`config.mk`:
```
export PLATFORM = sky130hd
export DESIGN_NAME = time_sync_frame_parser
export DESIGN_NICKNAME = d
export VERILOG_FILES = /design/src/rtl/core/tsfp_pkg.sv /design/src/rtl/core/tsfp_front.sv /design/src/rtl/core/tsfp_queue.sv /design/src/rtl/core/tsfp_back.sv /design/src/rtl/core/time_sync_frame_parser.sv
export SDC_FILE = /design/constraint.sdc
export NUM_CORES = 1
export LEC_CHECK = 0
export BUFFER_PORTS_ARGS = -buffer_cell sky130_fd_sc_hd__buf_2
export CAP_MARGIN = 40
export CELL_PAD_IN_SITES_DETAIL_PLACEMENT = 1
export CELL_PAD_IN_SITES_GLOBAL_PLACEMENT = 1
export CORE_UTILIZATION = 48
export CTS_BUF_LIST = sky130_fd_sc_hd__clkbuf_8
export DETAILED_ROUTE_END_ITERATION = 10
export GPL_TIMING_DRIVEN = 0
export PLACE_DENSITY_LB_ADDON = 0.2
export SLEW_MARGIN = 5
export SYNTH_ARGS = -nofsm -noshare
export SYNTH_HDL_FRONTEND = slang
export SYNTH_SLANG_ARGS = --single-unit
```
`constraint.sdc`:
```
create_clock -name clk -period 4.1 [get_ports clk]
set_input_delay 0.82 -clock clk [delete_from_list [all_inputs] [get_ports clk]]
set_output_delay 0.82 -clock clk [all_outputs]
set_load 0.005 [all_outputs]
```
`src/rtl/core/tsfp_pkg.sv`:
```
`default_nettype none
package tsfp_pkg;

  localparam logic [7:0] HDR_FIRST  = 8'h01;
  localparam logic [7:0] HDR_SECOND = 8'h0B;
  localparam logic [3:0] POS_HUNT   = 4'd0;
  localparam logic [3:0] POS_HDR2   = 4'd1;
  localparam logic [3:0] POS_BODY   = 4'd2;
  localparam logic [3:0] POS_PAY_LO = 4'd3;
  localparam logic [3:0] POS_PAY_HI = 4'd9;
  localparam logic [3:0] POS_LAST   = 4'd12;
  localparam int         PAY_N      = 7;
  localparam int         QUEUE_DEPTH = 2;

  localparam logic [7:0] YEAR_MAX   = 8'd99;
  localparam logic [7:0] MONTH_MAX  = 8'd12;
  localparam logic [7:0] HOUR_MAX   = 8'd23;
  localparam logic [7:0] MINSEC_MAX = 8'd59;
  localparam logic [2:0] WDAY_MAX   = 3'd6;

  // one completed frame as handed from the parser to the output stage
  typedef struct packed {
    logic       status;
    logic [7:0] year;
    logic [7:0] month;
    logic [7:0] day;
    logic [7:0] weekday_raw;
    logic [7:0] hour;
    logic [7:0] minute;
    logic [7:0] second;
  } frame_t;

endpackage
`default_nettype wire

```
`src/rtl/core/tsfp_front.sv`:
```
`default_nettype none
module tsfp_front (
  input  wire                  clk,
  input  wire                  rst,
  input  wire                  accept,
  input  wire  [7:0]           rx_byte,
  output logic                 push,
  output tsfp_pkg::frame_t     push_frame
);

  logic [3:0] pos;
  logic [3:0] pos_next;
  logic [7:0] payload [tsfp_pkg::PAY_N];
  logic       done;
  logic       frame_end;
  logic       time_ok;
  logic [7:0] month_len;
  logic [2:0] pay_idx;

  assign pay_idx = 3'(pos - tsfp_pkg::POS_PAY_LO);

  // payload order: year, month, day, weekday, hour, minute, second
  always_comb begin
    case (payload[1])
      8'd1, 8'd3, 8'd5, 8'd7, 8'd8, 8'd10, 8'd12: month_len = 8'd31;
      8'd4, 8'd6, 8'd9, 8'd11:                     month_len = 8'd30;
      8'd2: month_len = (payload[0][1:0] == 2'b00) ? 8'd29 : 8'd28;
      default: month_len = 8'd0;
    endcase
  end

  assign time_ok = (payload[0] <= tsfp_pkg::YEAR_MAX)
                && (payload[1] != 8'd0) && (payload[1] <= tsfp_pkg::MONTH_MAX)
                && (payload[4] <= tsfp_pkg::HOUR_MAX)
                && (payload[5] <= tsfp_pkg::MINSEC_MAX)
                && (payload[6] <= tsfp_pkg::MINSEC_MAX)
                && (payload[2] != 8'd0) && (payload[2] <= month_len);

  // positions past the last are unreachable but still close the frame
  assign frame_end = accept && !done && (pos >= tsfp_pkg::POS_LAST);

  always_comb begin
    pos_next = pos;
    if (accept && !done) begin
      case (pos)
        tsfp_pkg::POS_HUNT: begin
          if (rx_byte == tsfp_pkg::HDR_FIRST) pos_next = tsfp_pkg::POS_HDR2;
        end
        tsfp_pkg::POS_HDR2: begin
          if (rx_byte == tsfp_pkg::HDR_SECOND) pos_next = tsfp_pkg::POS_BODY;
          else if (rx_byte == tsfp_pkg::HDR_FIRST) pos_next = tsfp_pkg::POS_HDR2;
          else pos_next = tsfp_pkg::POS_HUNT;
        end
        default: begin
          if (pos >= tsfp_pkg::POS_LAST) pos_next = tsfp_pkg::POS_HUNT;
          else pos_next = pos + 4'd1;
        end
      endcase
    end
  end

  always_ff @(posedge clk) begin
    if (rst) begin
      pos  <= tsfp_pkg::POS_HUNT;
      done <= 1'b0;
    end else begin
      pos <= pos_next;
      if (frame_end && time_ok) done <= 1'b1;
    end
  end

  always_ff @(posedge clk) begin
    if (accept && !done && pos >= tsfp_pkg::POS_PAY_LO && pos <= tsfp_pkg::POS_PAY_HI) begin
      payload[pay_idx] <= rx_byte;
    end
  end

  assign push = frame_end;

  always_comb begin
    push_frame.status      = !time_ok;
    push_frame.year        = payload[0];
    push_frame.month       = payload[1];
    push_frame.day         = payload[2];
    push_frame.weekday_raw = payload[3];
    push_frame.hour        = payload[4];
    push_frame.minute      = payload[5];
    push_frame.second      = payload[6];
  end

endmodule
`default_nettype wire

```
`src/rtl/core/tsfp_queue.sv`:
```
`default_nettype none
module tsfp_queue #(
  parameter int DEPTH = tsfp_pkg::QUEUE_DEPTH
) (
  input  wire                  clk,
  input  wire                  rst,
  input  wire                  push,
  input  tsfp_pkg::frame_t     push_frame,
  input  wire                  pop,
  output logic                 not_empty,
  output logic                 full,
  output tsfp_pkg::frame_t     head
);

  localparam int PW = (DEPTH > 1) ? $clog2(DEPTH) : 1;
  localparam int CW = $clog2(DEPTH + 1);

  tsfp_pkg::frame_t mem [DEPTH];
  logic [PW-1:0] wr_ptr;
  logic [PW-1:0] rd_ptr;
  logic [CW-1:0] count;
  logic          do_push;
  logic          do_pop;

  assign not_empty = (count != '0);
  assign full      = (count == CW'(DEPTH));
  assign do_push   = push && !full;
  assign do_pop    = pop && not_empty;
  assign head      = mem[rd_ptr];

  always_ff @(posedge clk) begin
    if (rst) begin
      wr_ptr <= '0;
      rd_ptr <= '0;
      count  <= '0;
    end else begin
      if (do_push) wr_ptr <= (wr_ptr == PW'(DEPTH - 1)) ? '0 : wr_ptr + PW'(1);
      if (do_pop)  rd_ptr <= (rd_ptr == PW'(DEPTH - 1)) ? '0 : rd_ptr + PW'(1);
      if (do_push && !do_pop) count <= count + CW'(1);
      else if (do_pop && !do_push) count <= count - CW'(1);
    end
  end

  always_ff @(posedge clk) begin
    if (do_push) mem[wr_ptr] <= push_frame;
  end

endmodule
`default_nettype wire

```
`src/rtl/core/tsfp_back.sv`:
```
`default_nettype none
module tsfp_back (
  input  wire                  clk,
  input  wire                  rst,
  input  wire                  q_not_empty,
  input  tsfp_pkg::frame_t     q_head,
  output logic                 q_pop,
  output logic                 res_valid,
  input  wire                  res_ready,
  output logic                 status,
  output logic [7:0]           year,
  output logic [7:0]           month,
  output logic [7:0]           day,
  output logic [2:0]           weekday,
  output logic [7:0]           hour,
  output logic [7:0]           minute,
  output logic [7:0]           second
);

  logic load;

  assign load  = q_not_empty && (!res_valid || res_ready);
  assign q_pop = load;

  always_ff @(posedge clk) begin
    if (rst) begin
      res_valid <= 1'b0;
    end else if (load) begin
      res_valid <= 1'b1;
    end else if (res_ready) begin
      res_valid <= 1'b0;
    end
  end

  always_ff @(posedge clk) begin
    if (load) begin
      status <= q_head.status;
      year   <= q_head.year;
      month  <= q_head.month;
      day    <= q_head.day;
      // out-of-range weekday codes fold to 0
      weekday <= (q_head.weekday_raw <= 8'(tsfp_pkg::WDAY_MAX)) ?
                 q_head.weekday_raw[2:0] : 3'd0;
      hour   <= q_head.hour;
      minute <= q_head.minute;
      second <= q_head.second;
    end
  end

endmodule
`default_nettype wire

```
`src/rtl/core/time_sync_frame_parser.sv`:
```
`default_nettype none
// Hunts a byte stream for 13-byte time frames (header 01 0B) and returns one result word per
// completed frame: year, month, day, weekday, hour, minute, second and a status bit (0 good time,
// 1 bad time). One byte word is taken every cycle; rx_ready drops only when the two-entry result
// queue is full, which needs the result side to stall across two whole frames. The edge that
// takes the thirteenth byte writes the queue; the word then moves from the queue into the output
// register once that register is empty or being read by res_ready. After the first good frame all
// further bytes are taken and ignored until reset.
module time_sync_frame_parser #(
  parameter int QUEUE_DEPTH = tsfp_pkg::QUEUE_DEPTH
) (
  input  wire        clk,
  input  wire        rst,
  input  wire        rx_valid,
  output logic       rx_ready,
  input  wire  [7:0] rx_byte,
  output logic       res_valid,
  input  wire        res_ready,
  output logic       status,
  output logic [7:0] year,
  output logic [7:0] month,
  output logic [7:0] day,
  output logic [2:0] weekday,
  output logic [7:0] hour,
  output logic [7:0] minute,
  output logic [7:0] second
);

  logic             accept;
  logic             push;
  tsfp_pkg::frame_t push_frame;
  logic             q_pop;
  logic             q_not_empty;
  logic             q_full;
  tsfp_pkg::frame_t q_head;

  assign rx_ready = !q_full;
  assign accept   = rx_valid && rx_ready;

  tsfp_front u_front (
    .clk        (clk),
    .rst        (rst),
    .accept     (accept),
    .rx_byte    (rx_byte),
    .push       (push),
    .push_frame (push_frame)
  );

  tsfp_queue #(
    .DEPTH (QUEUE_DEPTH)
  ) u_queue (
    .clk        (clk),
    .rst        (rst),
    .push       (push),
    .push_frame (push_frame),
    .pop        (q_pop),
    .not_empty  (q_not_empty),
    .full       (q_full),
    .head       (q_head)
  );

  tsfp_back u_back (
    .clk         (clk),
    .rst         (rst),
    .q_not_empty (q_not_empty),
    .q_head      (q_head),
    .q_pop       (q_pop),
    .res_valid   (res_valid),
    .res_ready   (res_ready),
    .status      (status),
    .year        (year),
    .month       (month),
    .day         (day),
    .weekday     (weekday),
    .hour        (hour),
    .minute      (minute),
    .second      (second)
  );

endmodule
`default_nettype wire

```
# [Yosys cells after proc, flatten, opt, wreduce, memory -nomap -nowiden]
# Memories as Yosys holds them, arrays and structs flattened. A register that Yosys moved wholly into a read port is not among the register bits.
# Cells that the tools add are included.
[totals] ff_bits=62 ram_bits=170 input_bits=12 out_inout_bits=54 memories=2
[mem_list] name="u_queue.mem" words=2 word_bits=57 read_ports=1 rd_ports_with_merged_regs=1 wr=1 line="tsfp_queue.sv:18" rtl="tsfp_pkg::frame_t mem [DEPTH];"
[mem_list] name="u_front.payload" words=7 word_bits=8 read_ports=7 rd_ports_with_merged_regs=0 wr=1 line="tsfp_front.sv:13" rtl="logic [7:0] payload [tsfp_pkg::PAY_N];"
[classes] add_sub_neg=6 magnitude_cmp=10 eq_ne=17 n_mux=19 reduce_logical=35
[op_table] operator="8-bit by 4-bit == test with 1-bit output (second input constant)" n=6
[op_table] operator="8-bit by 3-bit == test with 1-bit output (second input constant)" n=4
[op_table] operator="8-bit one-hot mux with 3 select lines" n=1
[op_table] operator="1-bit logical AND" n=18
[op_table] operator="8-bit by 1-bit == test with 1-bit output (second input constant)" n=2
[op_table] operator="8-bit by 2-bit == test with 1-bit output (second input constant)" n=2
[op_table] operator="8-bit by 6-bit <= comparator with 1-bit output (second input constant)" n=2
[op_table] operator="8-bit nonzero test" n=2
[op_table] operator="1-bit 2-to-1 mux" n=12
[op_table] operator="4-bit 2-to-1 mux" n=3
[op_table] operator="8-bit by 3-bit <= comparator with 1-bit output (second input constant)" n=1
[op_table] operator="8-bit by 4-bit <= comparator with 1-bit output (second input constant)" n=1
[op_table] operator="8-bit by 5-bit <= comparator with 1-bit output (second input constant)" n=1
[op_table] operator="8-bit by 7-bit <= comparator with 1-bit output (second input constant)" n=1
[op_table] operator="8-bit <= comparator" n=1
[op_table] operator="4-bit one-hot mux with 2 select lines" n=1
[op_table] operator="7-bit OR reduction" n=1
[op_table] operator="1-bit logical NOT" n=6
[op_table] operator="2-bit nonzero test" n=3
[op_table] operator="4-bit by 1-bit adder with 4-bit output (second input constant)" n=1
[op_table] operator="4-bit by 1-bit == test with 1-bit output (second input constant)" n=1
[op_table] operator="4-bit by 2-bit greater-or-equal comparator with 1-bit output (second input constant)" n=1
[op_table] operator="4-bit greater-or-equal comparator (second input constant)" n=1
[op_table] operator="4-bit <= comparator (second input constant)" n=1
[op_table] operator="12 further kinds" n=14

# [Logic depth before layout (Yosys ltp)]
[logic_depth] depth_word=10 depth_mapped=9 ltp_nobuf=9

# [Modules after synthesis]
# Synthesis repeated with hierarchy kept, for this count alone.
[unflattened] cells_unflattened=422 area_unflattened_um2=8399.3
[by_module_without_submodules] mod="tsfp_queue" instances=1 cells_each=202 area_each_um2=4336.7 seq_area_each_um2=3523.4
[by_module_without_submodules] mod="tsfp_front" instances=1 cells_each=153 area_each_um2=2398.6 seq_area_each_um2=1781.7
[by_module_without_submodules] mod="tsfp_back" instances=1 cells_each=65 area_each_um2=1654.1 seq_area_each_um2=1581.5
[by_module_without_submodules] mod="time_sync_frame_parser" instances=1 cells_each=2 area_each_um2=10.0 seq_area_each_um2=0.0

# [Worst setup path before layout]
# Ideal clock, no wire load.
[synth_timing] path_type="input port to flip-flop" startpoint="in rx_valid" endpoint="mem u_queue.mem[0][0] (netlist bit) (enable)" setup_time_ns=0.479 arrival_time_ns=3.756 setup_slack_ns=-0.135 stages=2 path_buffers=0 path_cell_list="nor4b_2 -> nor2b_1"
[synth_between] elab_chain_len=6
[synth_rtl] element="start: declaration" line="time_sync_frame_parser.sv:14" rtl="input wire rx_valid,"
[synth_rtl] element="1-bit logical AND" line="time_sync_frame_parser.sv:38" rtl="assign accept = rx_valid && rx_ready;"
[synth_rtl] element="1-bit logical AND (2 in series)" line="tsfp_front.sv:40" rtl="assign frame_end = accept && !done && (pos >= tsfp_pkg::POS_LAST);"
[synth_rtl] element="1-bit logical AND" line="tsfp_queue.sv:27" rtl="assign do_push = push && !full;"
[synth_rtl] element="1-bit 2-to-1 mux" line="tsfp_queue.sv:45" rtl="if (do_push) mem[wr_ptr] <= push_frame;"
[synth_rtl] element="1-bit 2-to-1 mux (implied by the code)" line="tsfp_queue.sv:45"
[synth_rtl] element="end: declaration" line="tsfp_queue.sv:18"
# No other way between the ends.

==> results by group <==
Floorplan
  – Initial Utilization: 49.7%
  – Core ar.: 0.0168 mm²
  – Die H: 134 µm
  – Die area: 0.0180 mm²
  – Ports: 66
  – Die Wd: 134 µm
  – Cell Rows: 47

Setup path
  – Worst Setup SP: u_front.payload[1][4]$_DFFE_PP_
  – FF-to-FF Start: u_front.payload[1][4]$_DFFE_PP_
  – CP Capture Type: register
  – Arr. time, crit path: 3180 ps
  – Worst EP required: 4320 ps
  – Kind of critical path: register to register
  – Worst-path fanout max: 4
  – Critical Path Source Type: register

Clock network
  – Clock sink count: 233
  – Worst-path clk slew: 60 ps
  – CTS Buffer Depth: 3
  – Clock Latency Late Sink: 510 ps
  – Post-CTS Resized: 0
  – Root buffer cell: clkbuf_8
  – Total CTS buffers: 38
  – Hold_buf cts: 0
  – Post-CTS Setup Bufs: 0
  – CTS tree: yes
  – CTS HTree Levels: 2

Synth
  – Ys async rst share: 0%
  – Sequential area share after synthesis: 82.3%
  – Area leader, netlist: edfxtp_1
  – Post-synth EDFFs: 222
  – Synth Instances: 422
  – Mean Syn Cell Area: 19.8 µm²
  – Netlist cell types: 49
  – Synthesized cell area: 0.00837 mm²
  – Share of the synthesized area in the top cell type: 79.7%
  – Yosys reg bits: 233
  – Synth Net Count: 443
  – Post-synth top flop: edfxtp_1
  – Ys Warns: 0
  – Top post-synthesis cells by area: edfxtp_1 80%, mux2_2 6.6%, dfxtp_1 2.6%

Routing
  – # DRC: 0
  – DRT Wirelength: 16,300 µm
  – Iter 0 DRT Violations: 205
  – Antenna-violating nets left: 0
  – Vias: 4,125
  – Drt wl/cell: 21.0 µm
  – Drt first pass iters: 4
  – DR vias/cell: 5.32

Layout
  – Syn-to-layout area delta: 16.5%
  – Final instance area: 0.00975 mm²
  – Most common cell after layout, fill and taps aside: edfxtp_1
  – Share of cells above drive strength 1: 33.1%
  – Commonest cells after routing, fill and taps aside: 222 x edfxtp_1, 66 x buf_2, 49 x mux2_2
  – # diodes: 0
  – Nets: 554

STA
  – Final Hold Vio Count: 0
  – Setup_tns: 0 ps
  – FMAX: 0.338 GHz
  – Period minus WS final: 2960 ps
  – Fin crit share: 72.3%
  – Max Slew Vio Count: 0
  – RSZ-0062 raised after global routing: no
  – Fin worst setup slack: 1140 ps
  – Max Clock Skew: 17.7 ps
  – Relative max-transition margin: 38.6%
  – Worst Max-Slew Pin Slew: 918 ps
  – # setup viols final: 0

Global routing
  – Global-route wire length before repair: 25,200 µm
  – All-Layer GR Usage: 19.2%
  – Total overflow reported by the global router: 0
  – Vias in the first global route: 4,465
  – Initial antenna violation count: 0
  – Largest net degree at the start of global routing: 58

Placed design
  – Gpl congestion: 0.797
  – Post-Place Setup Slack: 995 ps
  – Buffers added on ports: 65
  – Placed cell area: 0.00907 mm²
  – DPL Wire Length: 10,700 µm

Power and ir drop
  – PwrDens: 577 mW/mm²
  – Leakage Power: 3.33 nW
  – Design Power: 5.62 mW
  – Max IR drop VDD: 0.430 mV

Min path
  – Hold_sp: u_front.payload[3][0]$_DFFE_PP_
  – Hold Crit Class: register to register

Flow run
  – Max_cap viols: 0

Status
  – Status: finished, final reports clean
worst max-delay path, cell delays in order (launching register included):
cell and delay [ps]:
edfxtp_1 430, or4_4 580, or3_4 440, ha_1 320, o21ai_0 200, a21oi_1 70, o31ai_1 470, nand2_1 160
final cells by class:
cell class              count  area (µm²)
fillers                  1560        7070
flip-flops and latches    233        6890
multi-input cells         170        1410
clock buffers              40         551
repair buffers             71         413
well taps                 220         275
clock inverters            23         121
plain buffers              10        56.3
inverters                   9        33.8
cell usage after synthesis, drive strengths merged (3+ instances only):
cell type / instances
edfxtp: 222
mux2: 49
nor2: 16
a21oi: 12
dfxtp: 11
nor3: 11
ha: 9
inv: 9
nand2: 6
nor4: 6
buf: 5
clkbuf: 5
nand4: 5
o21ai: 5
or3: 5
nor2b: 4
mux2i: 3
nand2b: 3
xnor2: 3
xor2: 3
power by group:
part	internal, mW	switching (mW)	total, mW
Combinational	0.357	0.491	0.848
Clock	0.959	0.845	1.80
Sequential	2.91	0.0573	2.97
per-stage QoR:
stage	utilization [%]	hold WS, ps	instances
final	58.0	450	776
after global routing	58.0	462	776
after CTS	58.0	451	776
after detailed placement	54.0	433	713
after global placement	53.3	423	707
after floorplan	-	421	422
worst paths after layout:
check                                                    end  cells past startpoint  slack (ps)
worst max-delay path            u_queue.mem[1][56]$_DFFE_PP_                      7        1140
worst min-delay path            u_queue.mem[1][24]$_DFFE_PP_                      0         450
worst max register to register  u_queue.mem[1][56]$_DFFE_PP_                      7        1140
worst min register to register  u_queue.mem[1][24]$_DFFE_PP_                      0         450
sequential cells by signal (all words and copies together) (netlist names), 2 cells and up, named ones only:
name and cells:
u_queue.count 2, u_front.pos 4, u_back.weekday 3, u_back.month 8, u_front.payload 56, u_back.year 8
u_back.minute 8, u_queue.mem 114, u_back.hour 8, u_back.second 8, u_back.day 8
per-layer routing:
metal | global-route usage, % | routed length, µm | up-vias
li1 | - | - | 1887
met1 | 23.6 | 6700 | 2094
met2 | 33.3 | 8370 | 114
met3 | 4.20 | 915 | 30
met4 | 7.24 | 346 | 0
met5 | 0 | 0 | -
kinds of logic (layout without fill, tap and decap cells):
kind of cell	after synthesis	after routing	share of synthesized area, %
XOR/XNOR	6	6	0.628
multiplexers	52	52	6.95
buffers and inverters	19	153	1.08
flip-flops	233	233	82.3
AND/OR/NAND/NOR	71	71	5.05
AO/OA/AOI/OAI	32	32	2.63
adder cells (fa/ha/maj)	9	9	1.35
Note: power is estimated with default switching activity, not from simulation.
